### src/rtl/kcs_pkg.sv
// ----------------------------------------------------------------------------
// kcs_pkg
// Types and constants of the keyword capability scanner: item formats,
// the marker table and the context estimate constants.
// ----------------------------------------------------------------------------
package kcs_pkg;

    // Window geometry: newest byte plus nine history bytes
    localparam int unsigned WIN_BYTES    = 10;
    localparam int unsigned HIST_DEPTH   = 9;
    localparam int unsigned MARKER_COUNT = 15;
    localparam int unsigned GROUP_COUNT  = 3;
    localparam int unsigned CTX_W        = 19;

    // Context estimate constants
    localparam int unsigned EST_LIMIT = 4096;
    localparam int unsigned CTX_BIAS  = 1024;

    // Case folding bounds
    localparam logic [7:0] CHAR_UPPER_A = 8'h41;
    localparam logic [7:0] CHAR_UPPER_Z = 8'h5A;
    localparam logic [7:0] CASE_OFFSET  = 8'h20;
    localparam logic [7:0] CHAR_NUL     = 8'h00;

    // Marker group codes (bit positions in the hit flags)
    localparam logic [1:0] GRP_IMAGE = 2'd0;
    localparam logic [1:0] GRP_PDF   = 2'd1;
    localparam logic [1:0] GRP_AUDIO = 2'd2;

    typedef logic [8*WIN_BYTES-1:0] kcs_win_t;
    typedef logic [GROUP_COUNT-1:0] kcs_hits_t;
    typedef logic [3:0]             kcs_len_t;

    typedef struct packed {
        logic [7:0] text_byte;
        logic       last_byte;
        logic       tools_allowed;
    } kcs_in_t;

    typedef struct packed {
        logic             need_tools;
        logic             need_vision;
        logic             need_pdf;
        logic             need_audio;
        logic [CTX_W-1:0] ctx_tokens;
    } kcs_out_t;

    // Marker text, right aligned: the final character sits in bits [7:0]
    localparam kcs_win_t MARKER_TEXT [MARKER_COUNT] = '{
        ".png", ".jpg", ".jpeg", ".webp", ".gif", "screenshot", {"image", "_url"},
        ".pdf", " pdf ",
        ".mp3", ".wav", ".m4a", ".ogg", ".flac", ".aac"
    };

    localparam kcs_len_t MARKER_LEN [MARKER_COUNT] = '{
        4'd4, 4'd4, 4'd5, 4'd5, 4'd4, 4'd10, 4'd9,
        4'd4, 4'd5,
        4'd4, 4'd4, 4'd4, 4'd4, 4'd5, 4'd4
    };

    localparam logic [1:0] MARKER_GROUP [MARKER_COUNT] = '{
        GRP_IMAGE, GRP_IMAGE, GRP_IMAGE, GRP_IMAGE, GRP_IMAGE, GRP_IMAGE, GRP_IMAGE,
        GRP_PDF, GRP_PDF,
        GRP_AUDIO, GRP_AUDIO, GRP_AUDIO, GRP_AUDIO, GRP_AUDIO, GRP_AUDIO
    };

    // Byte mask covering the low len bytes of the window
    function automatic kcs_win_t marker_mask(input kcs_len_t len);
        kcs_win_t m;
        m = '0;
        for (int k = 0; k < WIN_BYTES; k++) begin
            if (k < int'(len)) begin
                m[8*k +: 8] = 8'hFF;
            end
        end
        return m;
    endfunction

    // Lowercase A-Z, pass everything else unchanged
    function automatic logic [7:0] fold_case(input logic [7:0] b);
        if (b >= CHAR_UPPER_A && b <= CHAR_UPPER_Z) begin
            return b + CASE_OFFSET;
        end
        return b;
    endfunction

endpackage

### src/rtl/keyword_capability_scanner_unit.sv
// ----------------------------------------------------------------------------
// keyword_capability_scanner_unit
// Streams prompt bytes and flags vision, pdf and audio markers, plus a
// minimum context estimate, once per prompt.
// ----------------------------------------------------------------------------
// Usage:
//   Input channel s_valid/s_ready/s_data carries one prompt byte per item,
//   with last_byte marking the final item of a prompt and tools_allowed
//   sampled on that item. A zero byte ends the text; later bytes are ignored.
//   Result channel m_valid/m_ready/m_data carries one item per prompt, built
//   from the last input item.
//   Timing: one input item per cycle while no last item waits for the result
//   slot. An item is captured in the input register and scanned there against
//   the 15 markers over a ten-byte window; the answer is registered in the
//   result register when the last item leaves the input register.
//   Stall: while a result waits on m_ready, ordinary bytes keep flowing; only
//   a following last item waits in the input register, so s_ready drops only
//   then.
//   Reset (aresetn low, synchronous): empties both registers, clears the
//   history window, hit flags, byte count and end-of-text flag. The same
//   state is cleared after each prompt's result is formed.
// ----------------------------------------------------------------------------
module keyword_capability_scanner_unit #(
    parameter int unsigned MAX_PROMPT_BYTES = 1048576
) (
    input  logic              aclk,
    input  logic              aresetn,
    input  logic              s_valid,
    output logic              s_ready,
    input  kcs_pkg::kcs_in_t  s_data,
    output logic              m_valid,
    input  logic              m_ready,
    output kcs_pkg::kcs_out_t m_data
);
    import kcs_pkg::*;

    localparam int unsigned CNT_W = $clog2(MAX_PROMPT_BYTES + 1);
    localparam int unsigned SUM_W = ((CNT_W > CTX_W) ? CNT_W : CTX_W) + 1;

    // Input register
    logic     in_valid_reg;
    kcs_in_t  in_data_reg;

    // Scan state
    logic [7:0]       recent_reg [HIST_DEPTH];
    logic [7:0]       recent_next [HIST_DEPTH];
    kcs_hits_t        hits_reg, hits_next;
    logic [CNT_W-1:0] count_reg, count_next;
    logic             ended_reg, ended_next;

    // Result register
    logic     out_valid_reg;
    kcs_out_t out_data_reg, out_data_next;

    logic             out_free;
    logic             fire;
    logic [7:0]       folded;
    kcs_win_t         window;
    kcs_hits_t        match_hits;
    logic [CNT_W-1:0] count_upd;
    kcs_hits_t        hits_upd;
    logic [SUM_W-1:0] est_wide;
    logic [SUM_W-1:0] ctx_wide;

    // Advance the held item unless it is a last item and the result slot is busy
    assign out_free = !out_valid_reg || m_ready;
    assign fire     = in_valid_reg && (!in_data_reg.last_byte || out_free);
    assign s_ready  = !in_valid_reg || fire;

    assign m_valid = out_valid_reg;
    assign m_data  = out_data_reg;

    // Capture the incoming item
    always_ff @(posedge aclk) begin
        if (!aresetn) begin
            in_valid_reg <= 1'b0;
        end else if (s_ready) begin
            in_valid_reg <= s_valid;
        end
        if (s_ready && s_valid) begin
            in_data_reg <= s_data;
        end
    end

    // Build the window and compare every marker against its newest end
    always_comb begin
        folded        = fold_case(in_data_reg.text_byte);
        window[7:0]   = folded;
        for (int i = 0; i < HIST_DEPTH; i++) begin
            window[8*(i+1) +: 8] = recent_reg[i];
        end
        match_hits = '0;
        for (int m = 0; m < MARKER_COUNT; m++) begin
            if ((window & marker_mask(MARKER_LEN[m])) == MARKER_TEXT[m]) begin
                match_hits[MARKER_GROUP[m]] = 1'b1;
            end
        end
    end

    // Update scan state and form the result
    always_comb begin
        recent_next = recent_reg;
        hits_upd    = hits_reg;
        count_upd   = count_reg;
        ended_next  = ended_reg;

        if (!ended_reg) begin
            if (in_data_reg.text_byte == CHAR_NUL) begin
                ended_next = 1'b1;
            end else begin
                hits_upd = hits_reg | match_hits;
                for (int i = HIST_DEPTH - 1; i > 0; i--) begin
                    recent_next[i] = recent_reg[i-1];
                end
                recent_next[0] = folded;
                if (count_reg < CNT_W'(MAX_PROMPT_BYTES)) begin
                    count_upd = count_reg + CNT_W'(1);
                end
            end
        end

        // Context estimate: count/4 + 1, biased when above the limit, else zero
        est_wide = SUM_W'(count_upd >> 2) + SUM_W'(1);
        if (est_wide > SUM_W'(EST_LIMIT)) begin
            ctx_wide = est_wide + SUM_W'(CTX_BIAS);
        end else begin
            ctx_wide = '0;
        end

        out_data_next.need_tools  = in_data_reg.tools_allowed;
        out_data_next.need_vision = hits_upd[GRP_IMAGE];
        out_data_next.need_pdf    = hits_upd[GRP_PDF];
        out_data_next.need_audio  = hits_upd[GRP_AUDIO];
        out_data_next.ctx_tokens  = ctx_wide[CTX_W-1:0];

        hits_next  = hits_upd;
        count_next = count_upd;

        // Drop all prompt state once the result is formed
        if (in_data_reg.last_byte) begin
            for (int i = 0; i < HIST_DEPTH; i++) begin
                recent_next[i] = 8'h00;
            end
            hits_next  = '0;
            count_next = '0;
            ended_next = 1'b0;
        end
    end

    // Hold scan state
    always_ff @(posedge aclk) begin
        if (!aresetn) begin
            for (int i = 0; i < HIST_DEPTH; i++) begin
                recent_reg[i] <= 8'h00;
            end
            hits_reg  <= '0;
            count_reg <= '0;
            ended_reg <= 1'b0;
        end else if (fire) begin
            recent_reg <= recent_next;
            hits_reg   <= hits_next;
            count_reg  <= count_next;
            ended_reg  <= ended_next;
        end
    end

    // Hold the result until it is taken
    always_ff @(posedge aclk) begin
        if (!aresetn) begin
            out_valid_reg <= 1'b0;
        end else if (fire && in_data_reg.last_byte) begin
            out_valid_reg <= 1'b1;
        end else if (m_ready) begin
            out_valid_reg <= 1'b0;
        end
        if (fire && in_data_reg.last_byte) begin
            out_data_reg <= out_data_next;
        end
    end

endmodule

### config.mk
export PLATFORM = sky130hd
export DESIGN_NAME = keyword_capability_scanner_unit
export DESIGN_NICKNAME = d
export VERILOG_FILES = /design/src/rtl/kcs_pkg.sv /design/src/rtl/keyword_capability_scanner_unit.sv
export SDC_FILE = /design/constraint.sdc
export NUM_CORES = 1
export LEC_CHECK = 0
export ABC_CLOCK_PERIOD_IN_PS = 8200
export BUFFER_PORTS_ARGS = -buffer_cell sky130_fd_sc_hd__buf_4
export CORE_ASPECT_RATIO = 1.2
export CORE_MARGIN = 5
export CORE_UTILIZATION = 42
export CTS_CLUSTER_SIZE = 14
export DETAILED_ROUTE_END_ITERATION = 10
export RECOVER_POWER = 50
export SLEW_MARGIN = 10
export SYNTH_ARGS = -nofsm -noshare
export SYNTH_HDL_FRONTEND = slang
export SYNTH_SLANG_ARGS = --single-unit
### constraint.sdc
create_clock -name aclk -period 8.2 [get_ports aclk]
set_clock_uncertainty 0.2 [all_clocks]
set_input_delay 0.82 -clock aclk [delete_from_list [all_inputs] [get_ports aclk]]
set_output_delay 0.82 -clock aclk [all_outputs]
set_load 0.02 [all_outputs]
==> out/metrics.sh <==
FINAL_ANTENNA_NET_COUNT=0
PLACEMENT_ROWS=53
ANTENNA_CELLS=0
DIEHEIGHT_MICRONS=155
CPPEAKSTAGEDELAY_NS=0.85
YOSYS_MOST_USED_DFF='dfxtp_1'
POWERDENSITY_nW_PER_UM2=181
TIMING.CRITICAL_PATH.CELLS='or3_1, o311ai_1, xnor2_1, ha_1, inv_1, or4_1, a22oi_1, nand2_1, nor4_1, xnor2_1, nor4_4, a22oi_1'
CELL_TYPE_WITH_THE_LARGEST_TOTAL_AREA_AFTER_SYNTHESIS='dfxtp_1'
GRT_REMAINING_OVERFLOW=0
POST-CTS-SETUP-BUFFER-COUNT=0
TIMING.CRITICAL_PATH.SLOWEST_STAGE_CELL='nor4_4'
DRC_ERRORS=0
SYNTH_SIMPLE_GATE_AREA_FRAC=0.299
WORST_HOLD_STARTPOINT='in_data_reg[0]'
WORST_HOLD_CHECK_PATH_TYPE='reg -> reg'
SLEW_HEADROOM=-1.06
SHARE_OF_SYNTHESIZED_CELL_AREA_IN_FULL_ADDER_HALF_ADDER_AND_MAJORITY_CELLS=0.0102
GRT_PASS1_WL_MM=32.8
VIA_COUNT=6364
MUXSHAREOFSYNTHAREA=0.00136
CTS_HOLD_BUF=0
FMAX_GHz=0.183
FINAL_NETS=829
VIAS_PER_CELL=6.11
R2R_SLACK_NS=2.73
INITIAL_CORE_UTIL=0.422
WL_MET3_MICRONS=935
TOTALWIRELENGTH_MM=20.6
DETAILEDPLACEMENTHPWL_MM=14.8
SYNTHDISTINCTLIBCELLS=78
SYNTH-SEQ-CELLS=132
SETUP_SLACK_NS=2.73
P_TOTAL_uW=1470
WORST_SETUP_HOLD_PATH_CLK_SLEW_NS=0.06
FINALHOLDVIOLATIONS=0
FF2FF_PATH_DEPTH=12
SYNTHESIS.YOSYS.WARNINGS=0
SYNTH.CELL_AREA_SQ_UM=7330
POSTLAYOUTCOREUTIL=0.470
MAXIMUM_NUMBER_OF_PINS_ON_ONE_NET_BEFORE_GLOBAL_ROUTE_REPAIR=96
MET2_WIRELENGTH_MM=10.6
RELATIVE_AREA_CHANGE_FROM_SYNTHESIS_TO_FINAL_LAYOUT_PCT=11.3
FLOORPLAN.IO_PINS=39
SYNTH_EDF_COUNT=33
FIRSTDRTPASSITERS=7
VIOLATIONS='capacitance limit, slew limit'
SKEW_PAIR_LATE_INSERTION_DELAY_NS=0.42
SYNTH_COMPOUND_AREA_FRAC=0.200
TRITONCTS.NUM_BUFFERS=17
RSZ0062_AT_GRT='false'
CRITPATHMAXFANOUT=14
LAST_WEIGHTED_CONGESTION_VALUE_OF_THE_ROUTABILITY_DRIVEN_PLACER=1.00
WORSTSETUPSTARTPOINTTYPE='flop'
CRITICAL_PATH.ENDPOINT_TYPE='flop'
CTS-ROOT-TO-SINK-BUFFERS=2
TIMING.CRITICAL_PATH.ARRIVAL_NS=5.39
TOPMOST_LAYER_WITH_ROUTED_SIGNAL_WIRES='met4'
DIE_W_MICRONS=131
YOSYSMOSTFREQUENTCELL='dfxtp_1'
ROOT_BUFFER='clkbuf_16'
GRT_USE_TOTAL=0.205
POST_DR_WIRELENGTH_CELL_MICRONS=19.8
YOSYSSEQAREASHARE=0.405
CTSRESIZECOUNT=0
INSTANCES_NO_FILL=1041
RR_ENDPOINT='m_data[13]'
FINAL_LAYOUT_SIZE_SUFFIX_GT1_FRAC=0.0901
VIAS_IN_THE_FIRST_GLOBAL_ROUTE=6171
DETAIL_ROUTE.WIRELENGTH.MET1_MM=8.11
IO_BUFFERS=38
CRITPATHTOPFAMILY='simple AND/OR/NAND/NOR gates'
LARGEST_REG_FLOPS=72
MAX-VDD-IR-DROP_V=0.000120
YOSYS-TOP-CELLS-AREA='dfxtp_1 27%, edfxtp_1 14%, a22oi_1 8.0%'
CORE-AREA_SQ_UM=17400
PLACEMENT.SETUP.WORST_SLACK_NS=2.76
HOLD-PATH-CELL-COUNT=0
CLOCK_TREE_FROM_TRITONCTS='done'
LEAKAGE_POWER_FIGURE_uW=0.00248
SYNTH_COMMON_CELLS='99 x dfxtp_1, 86 x nor2b_1, 78 x a22oi_1'
SYNTH-ASYNC-RESET-RATIO=0
NUMPLACEDINSTANCES=1010
FINAL_MIN_PERIOD_OVER_CLOCK_PERIOD=0.667
SYNTH-XOR-AREA-SHARE=0.0454
SYNTH_CELLS=804
SYNTH_TOP_CELL_AREA_SHARE=0.270
CTS_SINKS=132
MIN_PERIOD_NS=5.47
ANTENNA_VIOLATIONS_BEFORE_REPAIR=0
FIN_TNS_SETUP_NS=0
CRIT_REQUIRED_NS=8.12
FLOORPLAN.DIE_AREA_SQ_UM=20200
SYNTHESIS.NETS=824
CTS.HTREE.LEVELS=4
DRV_CAP=1
WORST-PATH-BUF-INV=1
NUMBER_OF_DRC_MARKERS_IN_ITERATION_0=540
CRITICAL_PATH.REG2REG.STARTPOINT='in_data_reg[4]'
RESULT_OF_THE_RUN='finished, violations left'
FINAL-SETUP-VIOL-COUNT=0
COMBINATIONAL_FAMILY_WITH_THE_MOST_AREA_AFTER_SYNTHESIS='simple AND/OR/NAND/NOR gates'
FINALMAXSLEWVIOLATIONS=96
WORSTMARGINPINSLEW_NS=3.10
CRIT_START='in_data_reg[4]'
PATH_CLASS='reg -> reg'
HOLDPATHEND='m_data[22]'
SYN_AVG_CELL_AREA_SQ_UM=9.12
power by group:
| part | total [uW] | switching (uW) | internal, uW |
|---|---|---|---|
| combinational | 57.3 | 36.9 | 20.4 |
| sequential | 684 | 10.4 | 674 |
| clock | 732 | 292 | 440 |
worst max-delay path by stage:
| stage | to | slack (ns) | cells past startpoint |
|---|---|---|---|
| 5_1_grt | m_data[13] | 2.26 | 17 |
| 6_report | m_data[13] | 2.73 | 12 |
| 2_1_floorplan | m_data[2] | 3.22 | 19 |
| 3_3_place_gp | m_data[13] | 2.86 | 12 |
| 3_5_place_dp | m_data[13] | 2.76 | 12 |
| 4_1_cts | m_data[13] | 2.74 | 12 |
per-stage QoR:
| stage | hold slack, ns | instance area (sq um) |
|---|---|---|
| 2_1_floorplan | 0.200 | 7330 |
| 3_3_place_gp | 0.203 | 7690 |
| 3_5_place_dp | 0.208 | 7690 |
| 4_1_cts | 0.222 | 8260 |
| 5_1_grt | 0.236 | 8160 |
| 6_report | 0.219 | 8160 |
worst reg2reg max path, cell delays in order (launching register included):
cell      delay (ns)
edfxtp_1        0.53
or3_1           0.55
o311ai_1        0.47
xnor2_1         0.29
ha_1            0.29
inv_1           0.05
or4_1           0.56
a22oi_1         0.24
nand2_1         0.24
nor4_1          0.53
xnor2_1         0.18
nor4_4          0.85
a22oi_1         0.19
layout make-up:
type / count / area, sq um
clock buffers: 22 / 508
clock inverters: 9 / 62.6
fillers: 1665 / 9210
inverters: 9 / 33.8
multi-input cells: 607 / 4090
flip-flops and latches: 132 / 2970
well taps: 220 / 275
repair buffers: 42 / 218
per-layer routing:
metal  track usage  up-vias
li1              -     3045
met1         0.230     3039
met2         0.363      214
met3        0.0383       66
met4         0.105        0
met5             0        -
placed cells by master (no fill, tap or decap), drive strengths merged, types with 16 or more instances in the layout:
| cell | synthesis | final |
|---|---|---|
| a21oi | 31 | 31 |
| dfxtp | 99 | 99 |
| nor2 | 40 | 40 |
| nor2b | 86 | 86 |
| xor2 | 16 | 16 |
| nand2 | 49 | 49 |
| nor3 | 21 | 21 |
| nor4 | 28 | 28 |
| clkbuf | 48 | 58 |
| a22oi | 78 | 78 |
| edfxtp | 33 | 33 |
| o21ai | 22 | 22 |
| nand3 | 27 | 27 |
| xnor2 | 22 | 22 |
kinds of logic (layout without fill, tap and decap cells):
kind of cell / after synthesis / in the layout
simple gates: 362 / 362
buf+inv: 65 / 82
compound gates: 200 / 200
xor+xnor: 38 / 38
mux: 1 / 1
fa+ha+maj: 6 / 6
flops: 132 / 132
Note: power is estimated with default switching activity, not from simulation.
